## src/hdl/chull_pkg.sv

```systemverilog
`timescale 1ns / 1ps
// ----------------------------------------------------------------------------
// chull_pkg: shared constants and types for the convex hull block
// Capacity, coordinate width and the channel payload types.
// ----------------------------------------------------------------------------
package chull_pkg;
    localparam int MAX_POINTS  = 64;
    localparam int COORD_WIDTH = 16;
    localparam int IDX_W       = $clog2(MAX_POINTS);
    localparam int CNT_W       = $clog2(MAX_POINTS + 1);
    localparam int STK_W       = $clog2(MAX_POINTS + 2);

    typedef struct packed {
        logic signed [COORD_WIDTH-1:0] px;
        logic signed [COORD_WIDTH-1:0] pz;
        logic                          last_point;
    } t_point;

    typedef struct packed {
        logic signed [COORD_WIDTH-1:0] hx;
        logic signed [COORD_WIDTH-1:0] hz;
        logic                          last_vertex;
        logic                          points_dropped;
    } t_vertex;
endpackage

```

## src/hdl/chull_if.sv

```systemverilog
`timescale 1ns / 1ps
// ----------------------------------------------------------------------------
// chull_point_if / chull_vertex_if: valid/ready channels
// Input point channel and output hull vertex channel.
// ----------------------------------------------------------------------------
interface chull_point_if;
    logic               valid;
    logic               ready;
    chull_pkg::t_point  data;
    modport source (output valid, output data, input ready);
    modport sink   (input valid, input data, output ready);
endinterface

interface chull_vertex_if;
    logic               valid;
    logic               ready;
    chull_pkg::t_vertex data;
    modport source (output valid, output data, input ready);
    modport sink   (input valid, input data, output ready);
endinterface

```

## src/hdl/convex_hull_2d_monotone_chain.sv

```systemverilog
`timescale 1ns / 1ps
// ----------------------------------------------------------------------------
// convex_hull_2d_monotone_chain: convex hull of a planar point set
// Stores up to MAX_POINTS points, sorts them and walks the monotone chain.
// ----------------------------------------------------------------------------
// Points load one per cycle. After the transfer carrying last_point the block
// stops accepting points. An insertion sort then runs one compare at a time.
// The lower and upper chains are then built with one shared cross-product
// unit; each turn test runs stack and store reads, then differences, two
// multiplies and the compare. The hull is emitted counter-clockwise from the
// least point, one vertex at a time: the next vertex is read from the stack
// and store only after the one before has gone into the output register.
// Sets of fewer than three points are emitted in arrival order. Points beyond
// capacity are discarded and flagged on every vertex. Loading resumes as soon
// as the last vertex sits in the output register.
// ----------------------------------------------------------------------------
module convex_hull_2d_monotone_chain (
    input  logic i_clk,
    input  logic i_rst_n,
    chull_point_if.sink    i_pt,
    chull_vertex_if.source o_hull
);
    import chull_pkg::*;

    localparam logic [4:0] S_LOAD    = 5'd0,  S_SORT_I  = 5'd1,  S_SORT_V  = 5'd2,
                           S_SORT_R  = 5'd3,  S_SORT_C  = 5'd4,  S_SORT_A  = 5'd5,
                           S_SORT_X  = 5'd6,  S_SORT_T  = 5'd7,  S_SORT_W  = 5'd8,
                           S_HULL_I  = 5'd9,  S_HULL_O  = 5'd10, S_HULL_D  = 5'd11,
                           S_RD0     = 5'd12, S_RDB     = 5'd13, S_RDO     = 5'd14,
                           S_RD1     = 5'd15, S_RD2     = 5'd16, S_DIFF    = 5'd17,
                           S_MUL1    = 5'd18, S_MUL2    = 5'd19, S_CMP     = 5'd20,
                           S_PUSH    = 5'd21, S_OUT_R   = 5'd22, S_OUT_A   = 5'd23,
                           S_OUT_V   = 5'd24, S_OUT_X   = 5'd25, S_OUT_E   = 5'd26,
                           S_SMALL   = 5'd27, S_SMALL_X = 5'd28, S_SMALL_E = 5'd29;

    localparam int DW = COORD_WIDTH + 1;
    localparam int PW = 2 * DW;

    // point stores, sort order and hull stack
    logic signed [COORD_WIDTH-1:0] r_xs [MAX_POINTS];
    logic signed [COORD_WIDTH-1:0] r_zs [MAX_POINTS];
    logic [IDX_W-1:0] r_ord [MAX_POINTS];
    logic [IDX_W-1:0] r_stk [MAX_POINTS+1];

    logic [4:0]       r_st;
    logic [CNT_W-1:0] r_cnt;
    logic             r_ovf;
    logic [CNT_W-1:0] r_i, r_j;
    logic [STK_W-1:0] r_k, r_t;
    logic             r_upper;
    logic [IDX_W-1:0] r_v, r_prev, r_cand;
    logic signed [COORD_WIDTH-1:0] r_ax, r_az, r_bx, r_bz;
    logic signed [COORD_WIDTH-1:0] r_ox, r_oz;
    logic signed [DW-1:0] r_d0, r_d1, r_d2, r_d3;
    logic signed [PW-1:0] r_p1, r_p2;
    logic [IDX_W-1:0] r_ra;
    logic signed [COORD_WIDTH-1:0] r_rx, r_rz;
    logic [IDX_W-1:0] r_ro, r_rs;
    logic             r_ovalid;
    t_vertex          r_odata;

    // shared multiplier operands
    logic signed [DW-1:0] m_a, m_b;
    logic signed [PW-1:0] m_p;
    assign m_a = (r_st == S_MUL1) ? r_d0 : r_d1;
    assign m_b = (r_st == S_MUL1) ? r_d3 : r_d2;
    assign m_p = m_a * m_b;

    logic in_xfer, out_xfer;
    assign i_pt.ready   = (r_st == S_LOAD);
    assign in_xfer      = i_pt.valid && i_pt.ready;
    assign o_hull.valid = r_ovalid;
    assign o_hull.data  = r_odata;
    assign out_xfer     = r_ovalid && o_hull.ready;

    // a new vertex goes into the output register when it is free
    logic emit;
    assign emit = ((r_st == S_OUT_E) || (r_st == S_SMALL_E)) && (!r_ovalid || out_xfer);

    logic [CNT_W-1:0] n_cnt;
    assign n_cnt = r_cnt + CNT_W'(1);

    // registered memory reads
    always_ff @(posedge i_clk) begin
        r_rx <= r_xs[r_ra];
        r_rz <= r_zs[r_ra];
        r_ro <= r_ord[r_j[IDX_W-1:0]];
        r_rs <= r_stk[r_k[$clog2(MAX_POINTS+1)-1:0]];
        if (in_xfer && r_cnt < CNT_W'(MAX_POINTS)) begin
            r_xs[r_cnt[IDX_W-1:0]] <= i_pt.data.px;
            r_zs[r_cnt[IDX_W-1:0]] <= i_pt.data.pz;
        end
    end

    logic less;
    assign less = (r_ax < r_rx) || (r_ax == r_rx && r_az < r_rz);

    // sequencer
    always_ff @(posedge i_clk) begin
        if (!i_rst_n) begin
            r_st <= S_LOAD; r_cnt <= '0; r_ovf <= 1'b0; r_ovalid <= 1'b0;
        end else begin
            if (emit) r_ovalid <= 1'b1;
            else if (out_xfer) r_ovalid <= 1'b0;
            unique case (r_st)
                S_LOAD: if (in_xfer) begin
                    if (r_cnt < CNT_W'(MAX_POINTS)) r_cnt <= n_cnt;
                    else r_ovf <= 1'b1;
                    if (i_pt.data.last_point) begin
                        r_i <= '0;
                        if ((r_cnt < CNT_W'(MAX_POINTS) ? n_cnt : r_cnt) < CNT_W'(3))
                            r_st <= S_SMALL;
                        else r_st <= S_SORT_I;
                    end
                end
                // insertion sort: key v against ord[j-1]
                S_SORT_I: begin
                    if (r_i == r_cnt) begin
                        r_k <= '0; r_i <= '0; r_upper <= 1'b0; r_st <= S_HULL_I;
                    end else begin
                        r_v <= r_i[IDX_W-1:0]; r_ra <= r_i[IDX_W-1:0]; r_j <= r_i;
                        r_st <= S_SORT_V;
                    end
                end
                S_SORT_V: begin
                    r_st <= S_SORT_R;
                end
                S_SORT_R: begin
                    r_ax <= r_rx; r_az <= r_rz;
                    if (r_j == '0) r_st <= S_SORT_W;
                    else begin r_j <= r_j - CNT_W'(1); r_st <= S_SORT_C; end
                end
                // order entry j-1 lands in r_ro
                S_SORT_C: r_st <= S_SORT_A;
                S_SORT_A: begin
                    r_ra <= r_ro; r_prev <= r_ro; r_st <= S_SORT_X;
                end
                S_SORT_X: r_st <= S_SORT_T;
                S_SORT_T: begin
                    if (less) begin
                        r_ord[r_j[IDX_W-1:0] + IDX_W'(1)] <= r_prev;
                        if (r_j == '0) r_st <= S_SORT_W;
                        else begin r_j <= r_j - CNT_W'(1); r_st <= S_SORT_C; end
                    end else begin
                        r_j <= r_j + CNT_W'(1); r_st <= S_SORT_W;
                    end
                end
                S_SORT_W: begin
                    r_ord[r_j[IDX_W-1:0]] <= r_v;
                    r_i <= r_i + CNT_W'(1); r_st <= S_SORT_I;
                end
                // hull walk: pick candidate
                S_HULL_I: begin
                    if (!r_upper && r_i == r_cnt) begin
                        r_upper <= 1'b1; r_t <= r_k + STK_W'(1);
                        r_i <= r_cnt - CNT_W'(1);
                    end else if (r_upper && r_i == '0) begin
                        r_k <= (r_k > '0) ? r_k - STK_W'(1) : '0;
                        r_i <= '0; r_st <= S_OUT_R;
                    end else begin
                        r_j <= r_upper ? r_i - CNT_W'(1) : r_i;
                        r_st <= S_HULL_O;
                    end
                end
                S_HULL_O: r_st <= S_HULL_D;
                S_HULL_D: begin
                    r_cand <= r_ro;
                    if ((!r_upper && r_k >= STK_W'(2)) || (r_upper && r_k >= r_t)) begin
                        r_ra <= r_ro; r_k <= r_k - STK_W'(2); r_st <= S_RD0;
                    end else r_st <= S_PUSH;
                end
                S_RD0: begin r_k <= r_k + STK_W'(1); r_st <= S_RDB; end
                S_RDB: begin r_bx <= r_rx; r_bz <= r_rz; r_ra <= r_rs; r_st <= S_RDO; end
                S_RDO: begin r_ra <= r_rs; r_k <= r_k + STK_W'(1); r_st <= S_RD1; end
                S_RD1: begin r_ox <= r_rx; r_oz <= r_rz; r_st <= S_RD2; end
                S_RD2: begin r_ax <= r_rx; r_az <= r_rz; r_st <= S_DIFF; end
                S_DIFF: begin
                    r_d0 <= DW'(r_ax) - DW'(r_ox); r_d1 <= DW'(r_az) - DW'(r_oz);
                    r_d2 <= DW'(r_bx) - DW'(r_ox); r_d3 <= DW'(r_bz) - DW'(r_oz);
                    r_st <= S_MUL1;
                end
                S_MUL1: begin r_p1 <= m_p; r_st <= S_MUL2; end
                S_MUL2: begin r_p2 <= m_p; r_st <= S_CMP; end
                S_CMP: begin
                    if (r_p1 <= r_p2) begin r_k <= r_k - STK_W'(1); r_st <= S_HULL_D; end
                    else begin r_st <= S_PUSH; end
                end
                S_PUSH: begin
                    if (r_k < STK_W'(MAX_POINTS + 1)) begin
                        r_stk[r_k[$clog2(MAX_POINTS+1)-1:0]] <= r_cand;
                        r_k <= r_k + STK_W'(1);
                    end
                    r_i <= r_upper ? r_i - CNT_W'(1) : r_i + CNT_W'(1);
                    r_st <= S_HULL_I;
                end
                // emit hull from the stack
                S_OUT_R: begin
                    r_t <= r_k; r_k <= STK_W'(r_i); r_st <= S_OUT_A;
                end
                S_OUT_A: begin r_st <= S_OUT_V; end
                S_OUT_V: begin r_ra <= r_rs; r_st <= S_OUT_X; end
                S_OUT_X: r_st <= S_OUT_E;
                S_OUT_E: if (emit) begin
                    r_odata.hx <= r_rx; r_odata.hz <= r_rz; r_odata.points_dropped <= r_ovf;
                    r_odata.last_vertex <= (r_i + CNT_W'(1) == CNT_W'(r_t))
                                        || (r_i + CNT_W'(1) == CNT_W'(MAX_POINTS));
                    if (r_i + CNT_W'(1) == CNT_W'(r_t) ||
                        r_i + CNT_W'(1) == CNT_W'(MAX_POINTS)) begin
                        r_cnt <= '0; r_ovf <= 1'b0; r_st <= S_LOAD;
                    end else begin
                        r_i <= r_i + CNT_W'(1); r_k <= STK_W'(r_i + CNT_W'(1));
                        r_st <= S_OUT_A;
                    end
                end
                S_SMALL: begin
                    r_ra <= r_i[IDX_W-1:0]; r_st <= S_SMALL_X;
                end
                S_SMALL_X: r_st <= S_SMALL_E;
                S_SMALL_E: if (emit) begin
                    r_odata.hx <= r_rx; r_odata.hz <= r_rz; r_odata.points_dropped <= r_ovf;
                    r_odata.last_vertex <= (r_i + CNT_W'(1) == r_cnt);
                    if (r_i + CNT_W'(1) == r_cnt) begin
                        r_cnt <= '0; r_ovf <= 1'b0; r_st <= S_LOAD;
                    end else begin
                        r_i <= r_i + CNT_W'(1); r_st <= S_SMALL;
                    end
                end
                default: r_st <= S_LOAD;
            endcase
        end
    end
endmodule

```

## src/flat_wrapper.sv

```systemverilog
// flat-port wrapper written by rule: the top's interface ports become plain ports
module convex_hull_2d_monotone_chain_flat import chull_pkg::*;
  (i_clk, i_rst_n, i_pt_valid, i_pt_data, i_pt_ready, o_hull_valid, o_hull_data, o_hull_ready);
  chull_point_if i_pt_i ();
  chull_vertex_if o_hull_i ();
  input  logic i_clk;
  input  logic i_rst_n;
  input wire logic [$bits(i_pt_i.valid)-1:0] i_pt_valid;
  input wire logic [$bits(i_pt_i.data)-1:0] i_pt_data;
  output wire logic [$bits(i_pt_i.ready)-1:0] i_pt_ready;
  output wire logic [$bits(o_hull_i.valid)-1:0] o_hull_valid;
  output wire logic [$bits(o_hull_i.data)-1:0] o_hull_data;
  input wire logic [$bits(o_hull_i.ready)-1:0] o_hull_ready;
  assign i_pt_i.valid = i_pt_valid;
  assign i_pt_i.data = i_pt_data;
  assign i_pt_ready = i_pt_i.ready;
  assign o_hull_valid = o_hull_i.valid;
  assign o_hull_data = o_hull_i.data;
  assign o_hull_i.ready = o_hull_ready;
  convex_hull_2d_monotone_chain u_core (.i_clk(i_clk), .i_rst_n(i_rst_n), .i_pt(i_pt_i), .o_hull(o_hull_i));
endmodule
```

## config.mk

```make
export PLATFORM = sky130hd
export DESIGN_NAME = convex_hull_2d_monotone_chain_flat
export DESIGN_NICKNAME = d
export VERILOG_FILES = /design/src/hdl/chull_pkg.sv /design/src/hdl/chull_if.sv /design/src/hdl/convex_hull_2d_monotone_chain.sv /design/src/flat_wrapper.sv
export SDC_FILE = /design/constraint.sdc
export NUM_CORES = 2
export LEC_CHECK = 0
export BUFFER_PORTS_ARGS = -buffer_cell sky130_fd_sc_hd__buf_2
export CAP_MARGIN = 20
export CORE_ASPECT_RATIO = 0.9
export CORE_UTILIZATION = 55
export DETAILED_ROUTE_END_ITERATION = 12
export PLACE_DENSITY = 0.79
export SLEW_MARGIN = 20
export SYNTH_ARGS = -nofsm -noshare
export SYNTH_HDL_FRONTEND = slang
export SYNTH_SLANG_ARGS = --single-unit
```

## constraint.sdc

```tcl
create_clock -name i_clk -period 9 [get_ports i_clk]
set_clock_uncertainty 0.15 [all_clocks]
set_input_delay 0 -clock i_clk [delete_from_list [all_inputs] [get_ports i_clk]]
set_output_delay 0 -clock i_clk [all_outputs]
set_load 0.01 [all_outputs]
```

==> results.md <==
- Sequential fraction of the synthesis area: between 60% and 70%
- Die area: between 200000 and 300000 µm²
- Largest net degree at the start of global routing: between 100 and 150
- Cell count after synthesis: approximately 7k
- Adder-cell area share of the yosys netlist: around 6.5%
- Synth top area cells: edfxtp_1 (68%), mux4_2 (15%), fa_1 (4.4%)
- Avg Inst Size Synth: 19.24 µm²
- HP Start: i_pt_data[23]
- Pwr Density: around 330 nW/µm²
- CORE AREA: 248100 µm²
- Via count of the first global-routing pass: around 75k
- Post-synth EDFFs: between 3k and 4k
- Xor/xnor share of the synthesized area: less than 1%
- Final setup fails: 0
- R2R setup slack: ~0.55 ns
- Root Buffer: clkbuf_16
- Final worst slack: 0.5521 ns
- Hold Crit Depth: 2
- Routed WL: 357.0 mm
- DRC viols: 2
- Avg WL per Cell: roughly 32 µm
- Post-synth top cells: edfxtp_1 (3141), mux4_2 (915), nor2_1 (486), inv_1 (455), nand2_1 (307)
- Skew-Pair Late Insertion Delay: around 0.89 ns
- DP Wirelength: about 190 mm
- Total power: 0.05056 W
- VDD IR max: roughly 0.0013 V
- Failing checks: design-rule violations
- Die width: between 500 and 600 µm
- Post-synthesis simple-gate area fraction: approximately 3.5%
- Nets@finish: approximately 8k
- Crit end category: register
- P&R area growth vs syn: 11.59%
- CTS clk-pin slew, worst paths: ~0.080 ns
- Synth Cell Area: approximately 140000 µm²
- Synth Area in Compound Gates: between 2 and 2.5%
- Initial antenna violation count: 17
- # Max-Cap Violations: 0
- R2R cell count: 26
- Primary FF master, synth: edfxtp_1
- Final hold slack: 0.04985 ns
- Count leader, synth: edfxtp_1
- Achievable Freq: around 0.12 GHz
- Max FO, Critical Path: 34
- Final Hold Vio Count: 0
- Largest family of logic cells by synthesized area: multiplexers
- Setup TNS: 0 ns
- Vias: slightly above 70k
- Detailed Route Iter0 Violations: around 9.6k
- Crit start category: register
- CP arrival: between 8 and 9 ns
- Setup slack at placement: around 0.68 ns
- Slew @ Worst Pin: ~1.2 ns
- Tot GR Track Use: between 20 and 30%
- Post-cts resize count: 0
- Rows: about 170
- Vias per cell: roughly 6.6
- Initial Utilization: approximately 56%
- Io pins: 73
- Leakage power: ~51 nW
- Outcome: finished, violations left
- Register bit count reported by yosys: around 3.2k
- Syn nets: 7736
- Netlist cell types: 88
- Worst Path Required: approximately 9.4 ns
- Fraction of registers with async set/reset: 0%
- Slew margin rel.: a little over a fifth
- Crit share post-route: between 90% and 100%
- Post-synthesis mux area share: between 15 and 20%
- Share of layout cells above drive strength 1: 22.91%
- Most area-hungry cell type in the Yosys netlist: edfxtp_1
- Yosys top cell area share: about two thirds
- Port buffer count: 72
- Die Y: between 400 and 500 µm
- First-pass GRT wire length: a little over 500 mm
- DRT Pass-1 Iters: 12
- Hold Path End: u_core.r_xs[55][6]
- Gp weighted congestion: between 0.9 and 1
- Min cycle time layout: 8.448 ns
- Hold/Removal Path Class: primary input to register
- Depth of the CTS H-tree: 5
- Clk sinks: 3199
- Max Slew Vio Count: 0
- Synthesis Warnings: 0
- Routed Antenna Nets: 0
- CTS Buf Count: between 300 and 400
- Total gr overflow: 0
- Unrepaired setup endpoints after global routing: no
- TritonCTS clock tree: built
- Kind of critical path: register to register
- Clock buffer depth: 4
- Critical R2R Launch: u_core.r_st[0]
- Terminus of the critical flop-to-flop path: u_core.r_p2[31]
state kept, by name, summed over array words and instances, names as in the netlist, 7 cells and up:
name,flops
u_core.r_xs,1024
u_core.r_zs,1024
u_core.r_stk,390
u_core.r_ord,384
u_core.o_hull.data,34
u_core.r_p1,34
u_core.r_p2,34
u_core.r_d0,17
u_core.r_d1,17
u_core.r_d2,17
u_core.r_d3,17
u_core.r_ax,16
u_core.r_az,16
u_core.r_bx,16
u_core.r_bz,16
u_core.r_ox,16
u_core.r_oz,16
u_core.r_rx,16
u_core.r_rz,16
u_core.r_cnt,7
u_core.r_i,7
u_core.r_j,7
u_core.r_k,7
u_core.r_t,7
layout by cell type, fill, tap and decap left out, drive strengths merged, types with 46 or more instances in the layout:
| master | instances |
|---|---|
| nand2 | 307 |
| a21oi | 105 |
| inv | 463 |
| fa | 300 |
| clkinv | 123 |
| nor2 | 486 |
| edfxtp | 3141 |
| ha | 239 |
| xnor2 | 93 |
| mux2i | 46 |
| dfxtp | 58 |
| clkbuf | 393 |
| buf | 238 |
| nand3 | 57 |
| nor3 | 66 |
| mux4 | 915 |
| o21ai | 101 |
worst max-delay path, stage by stage (launching register included):
cell,delay (ns)
dfxtp_1,0.32
nand2b_1,0.24
nor2_1,0.35
nand2_4,0.39
buf_4,0.34
mux2i_1,0.12
buf_4,0.22
or2_2,0.35
fa_1,0.56
inv_1,0.08
fa_1,0.84
fa_1,0.54
fa_1,0.50
fa_1,0.50
inv_1,0.05
fa_1,0.47
inv_1,0.05
ha_1,0.35
and3_1,0.23
nand2_1,0.09
o21ai_0,0.10
a211oi_1,0.31
o21bai_1,0.20
a41oi_1,0.35
nand2b_1,0.11
a21oi_1,0.19
xnor2_1,0.10
how the worst max path moves through the flow:
stage | to | slack (ns) | cells past startpoint | from
after floorplan | u_core.r_p1[32] | 1.33 | 27 | u_core.r_st[0]
after global placement | u_core.r_p1[32] | 0.93 | 28 | u_core.r_st[0]
after detailed placement | u_core.r_p2[31] | 0.68 | 26 | u_core.r_st[0]
after CTS | u_core.r_p1[31] | 0.60 | 26 | u_core.r_st[0]
after global routing | u_core.r_p2[31] | 0.14 | 22 | u_core.r_st[0]
final | u_core.r_p2[31] | 0.55 | 26 | u_core.r_st[0]
cell type report:
class	count	area, µm²
well taps	3325	4160
repair buffers	278	2216
diodes	6	15.01
fillers	16280	94310
inverters	458	1719
clock inverters	169	1742
flip-flops and latches	3199	95480
multi-input cells	3200	39950
clock buffers	393	8464
power breakdown:
group / leakage [nW] / switching [W] / internal, W
Combinational: 17.6 / 0.0111 / 0.00748
Sequential: 28.7 / 0.000449 / 0.0182
Clock: 4.99 / 0.00576 / 0.00759
Total: 51.4 / 0.0173 / 0.0333
repair_timing:
| action | CTS | global route |
|---|---|---|
| endpoints found under the hold margin | 2089 | 32 |
| hold buffers | 38 | 2 |
| buffers inserted | 0 | 0 |
cell families after synthesis:
kind of cell	after synthesis
DFF	3199
and+or+nand+nor	1101
muxes	995
buffers and inverters	761
adders and majority gates	539
AOI/OAI and AO/OA	435
xor gates and xnor gates	130
per-layer routing:
metal / GRT usage [%] / share of wire (%)
met1: 37.07 / 36
met4: 11.53 / 4.4
met5: 0 / 0.024
met3: 5.383 / 9.6
met2: 46.77 / 50
metrics by stage:
step           std cells  area, µm²  util, %
2_1_floorplan       7160     137800        -
3_3_place_gp       10410     142900    57.62
3_5_place_dp       10410     142900    57.62
4_1_cts            11010     153500    61.89
5_1_grt            11020     153700    61.98
6_report           11030     153700    61.98
Power figures use the tool's default switching activity.
